==> config.mk <==
export PLATFORM = sky130hd
export DESIGN_NAME = resp_request_deframer
export DESIGN_NICKNAME = d
export VERILOG_FILES = /design/src/sv/rrd_pkg.sv /design/src/sv/resp_request_deframer.sv /design/src/sv/rrd_parser.sv /design/src/sv/rrd_out_buf.sv
export SDC_FILE = /design/constraint.sdc
export NUM_CORES = 1
export LEC_CHECK = 0
export BUFFER_PORTS_ARGS = -buffer_cell sky130_fd_sc_hd__buf_2
export CORE_MARGIN = 2
export CORE_UTILIZATION = 60
export DETAILED_ROUTE_END_ITERATION = 10
export PLACE_DENSITY = 0.77
export SYNTH_ARGS = -nofsm -noshare
export SYNTH_HDL_FRONTEND = slang
export SYNTH_HIERARCHICAL = 1
export SYNTH_SLANG_ARGS = --single-unit
==> constraint.sdc <==
create_clock -name aclk -period 6.5 [get_ports aclk]
set_clock_uncertainty 0.1 [all_clocks]
set_input_delay 0.975 -clock aclk [delete_from_list [all_inputs] [get_ports aclk]]
set_output_delay 0.975 -clock aclk [all_outputs]
set_load 0.02 [all_outputs]
==> src/sv/rrd_pkg.sv <==
package rrd_pkg;

    localparam logic [1:0] EV_PAYLOAD   = 2'd0;
    localparam logic [1:0] EV_FIELD_END = 2'd1;
    localparam logic [1:0] EV_ERROR     = 2'd2;

    localparam logic [2:0] ERR_NONE       = 3'd0;
    localparam logic [2:0] ERR_BAD_PREFIX = 3'd1;
    localparam logic [2:0] ERR_BAD_DIGIT  = 3'd2;
    localparam logic [2:0] ERR_MISSING_LF = 3'd3;
    localparam logic [2:0] ERR_COUNT      = 3'd4;
    localparam logic [2:0] ERR_LENGTH     = 3'd5;
    localparam logic [2:0] ERR_DIGITS     = 3'd6;

    localparam logic REG_MAX_FIELDS    = 1'b0;
    localparam logic REG_MAX_FIELD_LEN = 1'b1;

    localparam logic [10:0] MAX_FIELDS_RESET    = 11'd1024;
    localparam logic [31:0] MAX_FIELD_LEN_RESET = 32'd536870912;

    localparam logic [7:0] CHR_STAR   = 8'h2A;
    localparam logic [7:0] CHR_DOLLAR = 8'h24;
    localparam logic [7:0] CHR_CR     = 8'h0D;
    localparam logic [7:0] CHR_LF     = 8'h0A;
    localparam logic [7:0] CHR_ZERO   = 8'h30;
    localparam logic [7:0] CHR_NINE   = 8'h39;

    typedef struct packed {
        logic [1:0]  event_res;
        logic [7:0]  data_byte;
        logic [9:0]  field_index;
        logic        req_last;
        logic [10:0] field_total;
        logic [2:0]  error_code;
    } rrd_result_t;

endpackage

==> src/sv/resp_request_deframer.sv <==
// Request deframer for arrays of bulk strings: '*' count CRLF, then per field
// '$' length CRLF, payload, CRLF.
// s_ channel: one request byte per transfer in s_tdata[7:0].
// m_ channel: one result per payload byte, per field end (closing LF) and per
// protocol error. m_tuser carries the event kind, m_tlast marks the field end
// that completes the request. Header bytes and the CR after a payload give
// no result. After an error the parser waits for the next '*'.
// cfg_wr_en/cfg_index/cfg_wdata write max_fields (index 0) and
// max_field_len (index 1); write only while the block is idle.
// Results are registered in the output buffer before they appear on m_.
// Throughput: one byte per cycle while s_tready is high.
// A two-entry output buffer takes one further result while m_tready is low;
// s_tready drops once that entry is full and rises when it drains.
// Reset: parser awaits '*', max_fields = 1024, max_field_len = 2^29, and the
// output buffer is empty.
module resp_request_deframer
    import rrd_pkg::*;
#(
    parameter int MAX_FIELDS = 1024,
    parameter int LEN_BITS   = 32,
    parameter int MAX_DIGITS = 30
) (
    input  logic        aclk,
    input  logic        aresetn,
    input  logic        cfg_wr_en,
    input  logic        cfg_index,
    input  logic [31:0] cfg_wdata,
    input  logic        s_tvalid,
    output logic        s_tready,
    input  logic [7:0]  s_tdata,   // byte_in
    output logic        m_tvalid,
    input  logic        m_tready,
    output logic [31:0] m_tdata,   // data_byte, field_index, field_total, error_code
    output logic [1:0]  m_tuser,   // event_res
    output logic        m_tlast    // req_last
);

    logic        byte_valid;
    logic        res_valid;
    rrd_result_t res;
    rrd_result_t out_res;

    assign byte_valid = s_tvalid && s_tready;

    rrd_parser #(
        .MAX_FIELDS (MAX_FIELDS),
        .LEN_BITS   (LEN_BITS),
        .MAX_DIGITS (MAX_DIGITS)
    ) u_parser (
        .aclk       (aclk),
        .aresetn    (aresetn),
        .cfg_wr_en  (cfg_wr_en),
        .cfg_index  (cfg_index),
        .cfg_wdata  (cfg_wdata),
        .byte_valid (byte_valid),
        .byte_in    (s_tdata),
        .res_valid  (res_valid),
        .res        (res)
    );

    rrd_out_buf u_out_buf (
        .aclk      (aclk),
        .aresetn   (aresetn),
        .in_valid  (res_valid),
        .in_res    (res),
        .in_ready  (s_tready),
        .out_valid (m_tvalid),
        .out_res   (out_res),
        .out_ready (m_tready)
    );

    assign m_tdata = {out_res.error_code, out_res.field_total,
                      out_res.field_index, out_res.data_byte};
    assign m_tuser = out_res.event_res;
    assign m_tlast = out_res.req_last;

endmodule

==> src/sv/rrd_parser.sv <==
module rrd_parser
    import rrd_pkg::*;
#(
    parameter int MAX_FIELDS = 1024,
    parameter int LEN_BITS   = 32,
    parameter int MAX_DIGITS = 30
) (
    input  logic        aclk,
    input  logic        aresetn,
    input  logic        cfg_wr_en,
    input  logic        cfg_index,
    input  logic [31:0] cfg_wdata,
    input  logic        byte_valid,
    input  logic [7:0]  byte_in,
    output logic        res_valid,
    output rrd_result_t res
);

    localparam int CMP_W = (LEN_BITS > 32) ? LEN_BITS : 32;
    localparam int PROD_W = LEN_BITS + 4;

    typedef enum logic [3:0] {
        PH_STAR,
        PH_CNT_DIG,
        PH_CNT_LF,
        PH_DOLLAR,
        PH_LEN_DIG,
        PH_LEN_LF,
        PH_PAYLOAD,
        PH_PAY_CR,
        PH_PAY_LF
    } phase_t;

    phase_t               phase_reg, phase_next;
    logic [LEN_BITS-1:0]  accum_reg, accum_next;
    logic [4:0]           digits_reg, digits_next;
    logic                 ovf_reg, ovf_next;
    logic [10:0]          total_reg, total_next;
    logic [10:0]          field_reg, field_next;
    logic [LEN_BITS-1:0]  remain_reg, remain_next;
    logic [10:0]          max_fields_reg;
    logic [31:0]          max_len_reg;

    logic                 is_digit;
    logic [PROD_W-1:0]    acc_sum;
    logic                 acc_fits;
    logic [CMP_W-1:0]     acc_w;
    logic [LEN_BITS-1:0]  remain_dec;
    logic                 num_fail;
    logic [2:0]           num_err;
    logic                 num_done;
    logic                 fail;
    logic [2:0]           fail_code;

    assign is_digit = (byte_in >= CHR_ZERO) && (byte_in <= CHR_NINE);
    assign acc_sum  = (PROD_W'(accum_reg) << 3) + (PROD_W'(accum_reg) << 1)
                      + PROD_W'(byte_in[3:0]);
    assign acc_fits = (acc_sum[PROD_W-1:LEN_BITS] == 4'd0);
    assign acc_w    = CMP_W'(accum_reg);
    assign remain_dec = (remain_reg != '0) ? remain_reg - LEN_BITS'(1) : remain_reg;

    always_comb begin
        num_fail = 1'b0;
        num_err  = ERR_NONE;
        num_done = 1'b0;
        if (byte_in == CHR_CR) begin
            if (digits_reg == 5'd0) begin
                num_fail = 1'b1;
                num_err  = ERR_BAD_DIGIT;
            end else begin
                num_done = 1'b1;
            end
        end else if (!is_digit) begin
            num_fail = 1'b1;
            num_err  = ERR_BAD_DIGIT;
        end else if (digits_reg >= 5'(MAX_DIGITS)) begin
            num_fail = 1'b1;
            num_err  = ERR_DIGITS;
        end
    end

    always_comb begin
        phase_next  = phase_reg;
        accum_next  = accum_reg;
        digits_next = digits_reg;
        ovf_next    = ovf_reg;
        total_next  = total_reg;
        field_next  = field_reg;
        remain_next = remain_reg;
        fail        = 1'b0;
        fail_code   = ERR_NONE;
        res_valid   = 1'b0;
        res.event_res   = EV_PAYLOAD;
        res.data_byte   = 8'd0;
        res.field_index = field_reg[9:0];
        res.req_last    = 1'b0;
        res.field_total = total_reg;
        res.error_code  = ERR_NONE;

        case (phase_reg)
            PH_STAR: begin
                if (byte_in != CHR_STAR) begin
                    fail      = 1'b1;
                    fail_code = ERR_BAD_PREFIX;
                end else begin
                    accum_next  = '0;
                    digits_next = 5'd0;
                    ovf_next    = 1'b0;
                    phase_next  = PH_CNT_DIG;
                end
            end
            PH_CNT_DIG, PH_LEN_DIG: begin
                if (num_fail) begin
                    fail      = 1'b1;
                    fail_code = num_err;
                end else if (num_done) begin
                    phase_next = (phase_reg == PH_CNT_DIG) ? PH_CNT_LF : PH_LEN_LF;
                end else begin
                    digits_next = digits_reg + 5'd1;
                    if (ovf_reg || !acc_fits) begin
                        ovf_next = 1'b1;
                    end else begin
                        accum_next = acc_sum[LEN_BITS-1:0];
                    end
                end
            end
            PH_CNT_LF: begin
                if (byte_in != CHR_LF) begin
                    fail      = 1'b1;
                    fail_code = ERR_MISSING_LF;
                end else if (ovf_reg || (acc_w == '0) || (acc_w > CMP_W'(max_fields_reg))
                             || (acc_w > CMP_W'(MAX_FIELDS))) begin
                    fail      = 1'b1;
                    fail_code = ERR_COUNT;
                end else begin
                    total_next  = acc_w[10:0];
                    field_next  = 11'd0;
                    accum_next  = '0;
                    digits_next = 5'd0;
                    ovf_next    = 1'b0;
                    phase_next  = PH_DOLLAR;
                end
            end
            PH_DOLLAR: begin
                if (byte_in != CHR_DOLLAR) begin
                    fail      = 1'b1;
                    fail_code = ERR_BAD_PREFIX;
                end else begin
                    accum_next  = '0;
                    digits_next = 5'd0;
                    ovf_next    = 1'b0;
                    phase_next  = PH_LEN_DIG;
                end
            end
            PH_LEN_LF: begin
                if (byte_in != CHR_LF) begin
                    fail      = 1'b1;
                    fail_code = ERR_MISSING_LF;
                end else if (ovf_reg || (acc_w > CMP_W'(max_len_reg))) begin
                    fail      = 1'b1;
                    fail_code = ERR_LENGTH;
                end else begin
                    remain_next = accum_reg;
                    accum_next  = '0;
                    digits_next = 5'd0;
                    ovf_next    = 1'b0;
                    phase_next  = (accum_reg != '0) ? PH_PAYLOAD : PH_PAY_CR;
                end
            end
            PH_PAYLOAD: begin
                res_valid     = 1'b1;
                res.data_byte = byte_in;
                remain_next   = remain_dec;
                if (remain_dec == '0) begin
                    phase_next = PH_PAY_CR;
                end
            end
            PH_PAY_CR: begin
                if (byte_in != CHR_CR) begin
                    fail      = 1'b1;
                    fail_code = ERR_MISSING_LF;
                end else begin
                    phase_next = PH_PAY_LF;
                end
            end
            PH_PAY_LF: begin
                if (byte_in != CHR_LF) begin
                    fail      = 1'b1;
                    fail_code = ERR_MISSING_LF;
                end else begin
                    res_valid     = 1'b1;
                    res.event_res = EV_FIELD_END;
                    if (({1'b0, field_reg} + 12'd1) >= {1'b0, total_reg}) begin
                        res.req_last = 1'b1;
                        field_next   = 11'd0;
                        phase_next   = PH_STAR;
                    end else begin
                        field_next = field_reg + 11'd1;
                        phase_next = PH_DOLLAR;
                    end
                end
            end
            default: begin
                fail      = 1'b1;
                fail_code = ERR_BAD_PREFIX;
            end
        endcase

        // drop the byte and resynchronise
        if (fail) begin
            res_valid      = 1'b1;
            res.event_res  = EV_ERROR;
            res.data_byte  = 8'd0;
            res.req_last   = 1'b0;
            res.error_code = fail_code;
            phase_next     = PH_STAR;
            accum_next     = '0;
            digits_next    = 5'd0;
            ovf_next       = 1'b0;
            field_next     = 11'd0;
        end

        if (!byte_valid) begin
            res_valid = 1'b0;
        end
    end

    always_ff @(posedge aclk) begin
        if (!aresetn) begin
            phase_reg      <= PH_STAR;
            accum_reg      <= '0;
            digits_reg     <= 5'd0;
            ovf_reg        <= 1'b0;
            total_reg      <= 11'd0;
            field_reg      <= 11'd0;
            remain_reg     <= '0;
            max_fields_reg <= MAX_FIELDS_RESET;
            max_len_reg    <= MAX_FIELD_LEN_RESET;
        end else begin
            if (byte_valid) begin
                phase_reg  <= phase_next;
                accum_reg  <= accum_next;
                digits_reg <= digits_next;
                ovf_reg    <= ovf_next;
                total_reg  <= total_next;
                field_reg  <= field_next;
                remain_reg <= remain_next;
            end
            if (cfg_wr_en && (cfg_index == REG_MAX_FIELDS)) begin
                max_fields_reg <= cfg_wdata[10:0];
            end
            if (cfg_wr_en && (cfg_index == REG_MAX_FIELD_LEN)) begin
                max_len_reg <= cfg_wdata;
            end
        end
    end

endmodule

==> src/sv/rrd_out_buf.sv <==
module rrd_out_buf
    import rrd_pkg::*;
(
    input  logic        aclk,
    input  logic        aresetn,
    input  logic        in_valid,
    input  rrd_result_t in_res,
    output logic        in_ready,
    output logic        out_valid,
    output rrd_result_t out_res,
    input  logic        out_ready
);

    rrd_result_t out_reg;
    rrd_result_t skid_reg;
    logic        out_valid_reg;
    logic        skid_valid_reg;

    assign in_ready  = !skid_valid_reg;
    assign out_valid = out_valid_reg;
    assign out_res   = out_reg;

    always_ff @(posedge aclk) begin
        if (!aresetn) begin
            out_valid_reg  <= 1'b0;
            skid_valid_reg <= 1'b0;
        end else if (out_ready || !out_valid_reg) begin
            if (skid_valid_reg) begin
                out_reg        <= skid_reg;
                out_valid_reg  <= 1'b1;
                skid_valid_reg <= 1'b0;
            end else begin
                out_reg       <= in_res;
                out_valid_reg <= in_valid;
            end
        end else if (in_valid) begin
            // hold the stalled result, park the new one
            skid_reg       <= in_res;
            skid_valid_reg <= 1'b1;
        end
    end

endmodule

==> results of run 1 <==
[worst paths after layout]
check	to	slack (ps)	start
worst max register to register	u_parser/acc_w[14]	1320	u_parser/acc_w[2]
worst min register to register	u_parser/max_len_reg[23]	360	u_parser/max_len_reg[23]
worst max-delay path	u_parser/acc_w[14]	1320	u_parser/acc_w[2]
worst min-delay path	u_parser/max_len_reg[23]	360	u_parser/max_len_reg[23]
[stage by stage]
| step | util | area, um^2 | hold slack, ps | setup slack (ps) |
|---|---|---|---|---|
| after floorplan | - | 13340 | 336.3 | 1898 |
| after global placement | 0.6340 | 13840 | 343.5 | 1128 |
| after detailed placement | 0.6340 | 13840 | 348.3 | 1005 |
| after CTS | 0.6686 | 14590 | 356.4 | 1430 |
| after global routing | 0.6686 | 14590 | 376.2 | 1073 |
| final | 0.6686 | 14590 | 355.0 | 1320 |
[synth_stat cells, types with 13 or more instances]
cell,n,share of area
nor2b_1,17,0.0080
o21ai_0,85,0.032
nand3_1,33,0.012
clkbuf_1,60,0.017
nand2b_1,13,0.0061
a211oi_1,14,0.0079
or4_1,13,0.0073
a21o_1,21,0.012
inv_1,83,0.023
nor2_1,113,0.032
and3_1,26,0.012
nor3_1,32,0.012
nand2_1,166,0.047
mux2_2,19,0.016
mux2_4,17,0.019
xnor2_1,17,0.011
a31oi_1,17,0.0080
nor4_1,27,0.013
a22o_1,30,0.020
xor2_1,22,0.014
ha_1,123,0.12
dfxtp_1,141,0.21
edfxtp_1,70,0.16
a21oi_1,150,0.056
nand4_1,24,0.011
[logic make-up (layout without fill, tap and decap cells)]
kind of cell	count (synthesis)	after routing
buf+inv	166	220
mux	47	47
compound gates	422	422
fa+ha+maj	125	125
flops	211	211
xor+xnor	39	39
simple gates	513	513
[power groups by stage]
stage | registers, mW | clock network [mW] | logic, mW
final | 1.40 | 1.32 | 0.153
after global routing | 1.40 | 1.39 | 0.170
after CTS | 1.40 | 1.34 | 0.152
after detailed placement | 1.43 | 0 | 0.151
after global placement | 1.42 | 0 | 0.147
after floorplan | 1.44 | 0 | 0.0860
[layout make-up]
type                            count  area [um^2]
Tap cell                          280        350.3
Sequential cell                   211         4926
Clock buffer                       25        583.1
Multi-Input combinational cell   1146         7736
Timing Repair Buffer               95        508.0
Clock inverter                     16        172.7
Fill cell                        1810         7232
Inverter                           84        315.3
[critical path: cells and delay by family (launching register included)]
kind,cells,cell delay (ps)
AO/OA/AOI/OAI,7,2440
adder cells (fa/ha/maj),2,730
buffers and inverters,2,480
flip-flops,1,650
AND/OR/NAND/NOR,2,730
[metal layers]
layer  routed length (um)  up-vias  global-route usage
li1                     -     5683                   -
met1                15100     5527              0.3889
met2                15940      479              0.4739
met3                 2279       63             0.03601
met4                  798        0             0.07760
met5                    0        -                   0
==> impl_metrics.tcl, run 1 <==
set metrics [dict create \
    status "completed" \
    grt_max_degree 68 \
    synth_top_family_by_area "compound AO/OA/AOI/OAI gates" \
    clk_pin_slew_worst_paths_ps 60 \
    slowest_stage "a211oi_1" \
    required_ps 6840 \
    synth_edf_count 70 \
    cts.sinks 211 \
    cts_hold_buf 0 \
    fin_setup_tns_ps 0 \
    start_util 0.6111 \
    async_reset_ff_frac 0 \
    worstSetupPathType "reg2reg" \
    synthXorXnorAreaFrac 0.02561 \
    total_power_mw 2.867 \
    portBuffers 82 \
    post-place-cells 1816 \
    period_share 0.7969 \
    grt_pass1_wl_mm 55.96 \
    placementRows 54 \
    track_usage 0.2835 \
    seq_area_frac_synth 0.3693 \
    holdPathStages 2 \
    clockRootBuffer "clkbuf_16" \
    yosys.area_share.adder 0.1184 \
    avgSynthCellArea_um2 8.757 \
    via_count 11750 \
    wire_per_inst_um 18.37 \
    hold_viol 0 \
    rsz0062_at_grt "no" \
    syn_to_final_growth_pct 9.410 \
    drc 0 \
    ys_ff_latch 211 \
    max_freq_ghz 0.1931 \
    grt_pass1_vias 11120 \
    period_needed_ps 5180 \
    drv_slew 0 \
    cts_tree "done" \
    synth-simple-area-share 0.1882 \
    htreeDepth 1 \
    grt_overflow 0 \
    antenna_found_initial 0 \
    die_h_um 153.1 \
    share_comb_of_total_power 0.053 \
    maxSlewHeadroom 0.1322 \
    p_clk_frac 0.460 \
    ctsResizeCount 0 \
    synth_mux_area_frac 0.04344 \
    critical_path_arrival_ps 5520 \
    ys_warn_count 6 \
    crit_path_end_kind "flop" \
    die_area_um2 23440 \
    routed_wl_mm 34.12 \
    sw_frac_of_total 0.2295 \
    synthCells 1523 \
    final-setup-viol-count 0 \
    post_cts_buffers 0 \
    hpwlAfterDp_mm 24.19 \
    cts_made_buffers 23 \
    mostFrequentLayoutCells "nand2_1 (165), a21oi_1 (150), dfxtp_1 (140), ha_1 (123), nor2_1 (112)" \
    drive_above_1_share 0.1262 \
    syn-num-nets 1694 \
    die_w_um 153.1 \
    clockBufferDepth 3 \
    n_antenna_cell 0 \
    cp_cell_sequence "fa_1 -> inv_1 -> fa_1 -> nand2b_1 -> a21oi_1 -> o31a_1 -> o211a_1 -> a2111oi_0 -> a211oi_1 -> a211oi_1 -> nor3b_2 -> buf_4 -> a32o_1" \
    p_seq_frac 0.487 \
    layout_commonest_cell "nand2_1" \
    tightest_slew_ps 1292 \
    p_switching_uw 658.1 \
    viasPerCell 6.328 \
    final_cells 1857 \
    yosysUniqueCellTypes 74 \
    clock_latency_ps 510 \
    max_cap_violations 0 \
    start_kind "flop" \
    crit_fanout 25 \
    hp-class "reg2reg" \
    peakVddDrop_v 0.0001730 \
    ant_nets 0 \
    cpPeakStageDelay_ps 710 \
    drtIter0Drc 939 \
    nNetsFinal 1732 \
    drtPass1Iterations 5 \
    synth_compound_area_frac 0.2032 \
    core_um2 21820 \
    gp_congestion 0.9321 \
    ios 83 \
    p_per_area_nw_per_um2 196.5 \
    p_int_mw 2.209 \
    rr_worst_depth 13 \
    syn_area_um2 13340 \
    p_leak_nw 6.261 \
    synth_top_flop_cell "dfxtp_1" \
]
(Power assumes the default switching activity.)
==> run 2: changes to the inputs <==
--- a/config.mk
+++ b/config.mk
@@ -5,11 +5,12 @@
 export SDC_FILE = /design/constraint.sdc
 export NUM_CORES = 1
 export LEC_CHECK = 0
+export ABC_AREA = 1
 export BUFFER_PORTS_ARGS = -buffer_cell sky130_fd_sc_hd__buf_2
 export CORE_MARGIN = 2
-export CORE_UTILIZATION = 60
+export CORE_UTILIZATION = 56
 export DETAILED_ROUTE_END_ITERATION = 10
-export PLACE_DENSITY = 0.77
+export PLACE_DENSITY = 0.75
 export SYNTH_ARGS = -nofsm -noshare
 export SYNTH_HDL_FRONTEND = slang
 export SYNTH_HIERARCHICAL = 1
==> constraint.sdc (replaced) <==
create_clock -name aclk -period 4.2 [get_ports aclk]
set_clock_uncertainty 0.1 [all_clocks]
set_input_delay 0.63 -clock aclk [delete_from_list [all_inputs] [get_ports aclk]]
set_output_delay 0.63 -clock aclk [all_outputs]
set_load 0.02 [all_outputs]
==> run 2 against run 1 <==
Clock power grew 72%. Critical path type unchanged. Critical endpoint is now u_out_buf/skid_reg[16]. Register-to-register slack lost 690 ps. Synthesized area grew 4.5%. Core utilization shrank 3.6 points. Flip-flop and latch count is the same. Synthesized cell count grew 24%.
==> impl_metrics.tcl, run 2 <==
set metrics [dict create \
    yosys.area.top_type "dfxtp_1" \
    max_cap_violations 0 \
    drc 0 \
    nNetsFinal 2129 \
    viasPerCell 5.527 \
    cts_made_buffers 25 \
    seq_area_frac_synth 0.3535 \
    grt_pass1_vias 12110 \
    drtIter0Drc 929 \
    post_cts_buffers 0 \
    peakVddDrop_v 0.0003445 \
    maxSlewHeadroom 0.2533 \
    synthCells 1892 \
    core_um2 24390 \
    syn_to_final_growth_pct 10.71 \
    grt_max_degree 76 \
    n_antenna_cell 0 \
    ctsResizeCount 0 \
    die_h_um 161.7 \
    placed_cell_area_um2 14550 \
    async_reset_ff_frac 0 \
    hp-class "in2reg" \
    hpwlAfterDp_mm 27.66 \
    period_needed_ps 3569 \
    max_freq_ghz 0.2802 \
    clock_latency_ps 530 \
    crit_fanout 35 \
    mostFrequentLayoutCells "nand2_1 (479), nor2_1 (215), inv_1 (189), a21oi_1 (162), dfxtp_1 (141)" \
    clk_pin_slew_worst_paths_ps 60 \
    cts.sinks 211 \
    grt_pass1_wl_mm 60.95 \
    p_leak_nw 7.430 \
    cts_hold_buf 0 \
    via_count 12720 \
    antenna_found_initial 0 \
    drv_slew 0 \
    tightest_slew_ps 1117 \
    portBuffers 82 \
    period_share 0.8498 \
    cts_tree "done" \
    r2r_slack_ps 630 \
    track_usage 0.2855 \
    synth.most_common_cell "nand2_1" \
    yosysUniqueCellTypes 56 \
    post-place-cells 2255 \
    die_area_um2 26150 \
    die_w_um 161.7 \
    ys_warn_count 6 \
    worstSetupPathType "reg2reg" \
    syn-num-nets 2063 \
    rsz0062_at_grt "no" \
    fin_setup_tns_ps 0 \
    required_ps 4330 \
    synthTopCellsByArea "dfxtp_1 (20%), edfxtp_1 (15%), nand2_1 (13%), ha_1 (11%), a21oi_1 (5.8%)" \
    ios 83 \
    routed_wl_mm 36.92 \
    critical_path_arrival_ps 3700 \
    synth_edf_count 70 \
    syn_area_um2 13930 \
    placementRows 57 \
    final_area_um2 15420 \
    ant_nets 0 \
    synthTopCellsByCount "nand2_1 (479), nor2_1 (216), inv_1 (189)" \
    avgSynthCellArea_um2 7.363 \
    status "completed" \
    start_util 0.5712 \
    drive_above_1_share 0.1123 \
    final-setup-viol-count 0 \
    grt_overflow 0 \
    ys_ff_latch 211 \
    pre_cts_ws_ps 270.2 \
    final_cells 2301 \
    clockRootBuffer "clkbuf_16" \
    hold_viol 0 \
    gp_congestion 0.9642 \
    clockBufferDepth 3 \
    layout_setup_ws_ps 630.8 \
    start_kind "flop" \
    yosysTopAreaCellShare 0.2026 \
    crit_path_end_kind "flop" \
    p_per_area_nw_per_um2 372.6 \
    layout_commonest_cell "nand2_1" \
    synth_top_flop_cell "dfxtp_1" \
    drtPass1Iterations 5 \
    wire_per_inst_um 16.05 \
    holdWs_ps 219.5 \
    htreeDepth 1 \
]
## run 2: changes by cell type in the layout (fill, tap and decap cells not counted), moves of 19 or more
cell	change
nand2_1	+314
inv_1	+106
nor2_1	+103
nand3_1	+31
a22o_1	-30
nand4_1	+28
and3_1	-25
nor4_1	-24
a211oi_1	+22
xor2_1	+22
mux2_2	-19
## run 2: cells by family (layout without fill, tap and decap cells)
logic type,count (synthesis),after routing,synth area share
compound gates,334,334,0.1349
xor+xnor,61,61,0.03835
fa+ha+maj,125,125,0.1133
buf+inv,276,361,0.08461
flops,211,211,0.3535
simple gates,885,885,0.2753
## run 2: final cells by class
class	instances	area, um^2
fillers	2285	8967
flip-flops and latches	211	4925
multi-input cells	1405	7841
well taps	324	405.4
clock buffers	28	656.9
inverters	207	777.0
clock inverters	18	212.7
repair buffers	108	605.6
## run 2: layer usage
layer / GRT usage / share of wire / vias up
met1: 0.3879 / 0.46 / 5794
met4: 0.1026 / 0.033 / 0
met2: 0.4687 / 0.45 / 416
met5: 0 / 0 / -
met3: 0.03856 / 0.064 / 76
li1: - / - / 6431
## run 2: where the power goes
group	total, mW	leakage [nW]	switching, mW	internal [mW]
combinational	1.23	5.17	0.842	0.383
sequential	2.26	1.84	0.0548	2.20
clock	2.27	0.424	0.886	1.38
## run 2: worst paths after layout
| check | cells past startpoint | startpoint | endpoint |
|---|---|---|---|
| setup / recovery | 17 | u_parser/acc_w[31] | u_out_buf/skid_reg[16] |
| hold / removal | 3 | cfg_wdata[29] | u_parser/max_len_reg[29] |
| setup reg to reg | 17 | u_parser/acc_w[31] | u_out_buf/skid_reg[16] |
| hold reg to reg | 2 | u_parser/max_len_reg[26] | u_parser/max_len_reg[26] |
## run 2: stage by stage
step	total power, mW	util
2_1_floorplan	3.211	-
3_3_place_gp	3.489	0.5967
3_5_place_dp	3.506	0.5967
4_1_cts	5.781	0.6323
5_1_grt	6.021	0.6323
6_report	5.747	0.6323
## run 2: worst max-delay path: stages, from the launching register on
cell and delay [ps]:
dfxtp_1 610, ha_1 340, a21oi_1 150, o21a_1 130, nand2_1 40, a21oi_1 250, nand2_1 100, nand2_1 110
nand2_1 90, nand2_1 150, nand2_1 110, nand2_4 170, nand2_4 180, o31ai_1 230, inv_1 100, inv_1 70
nor2_2 40, buf_4 270
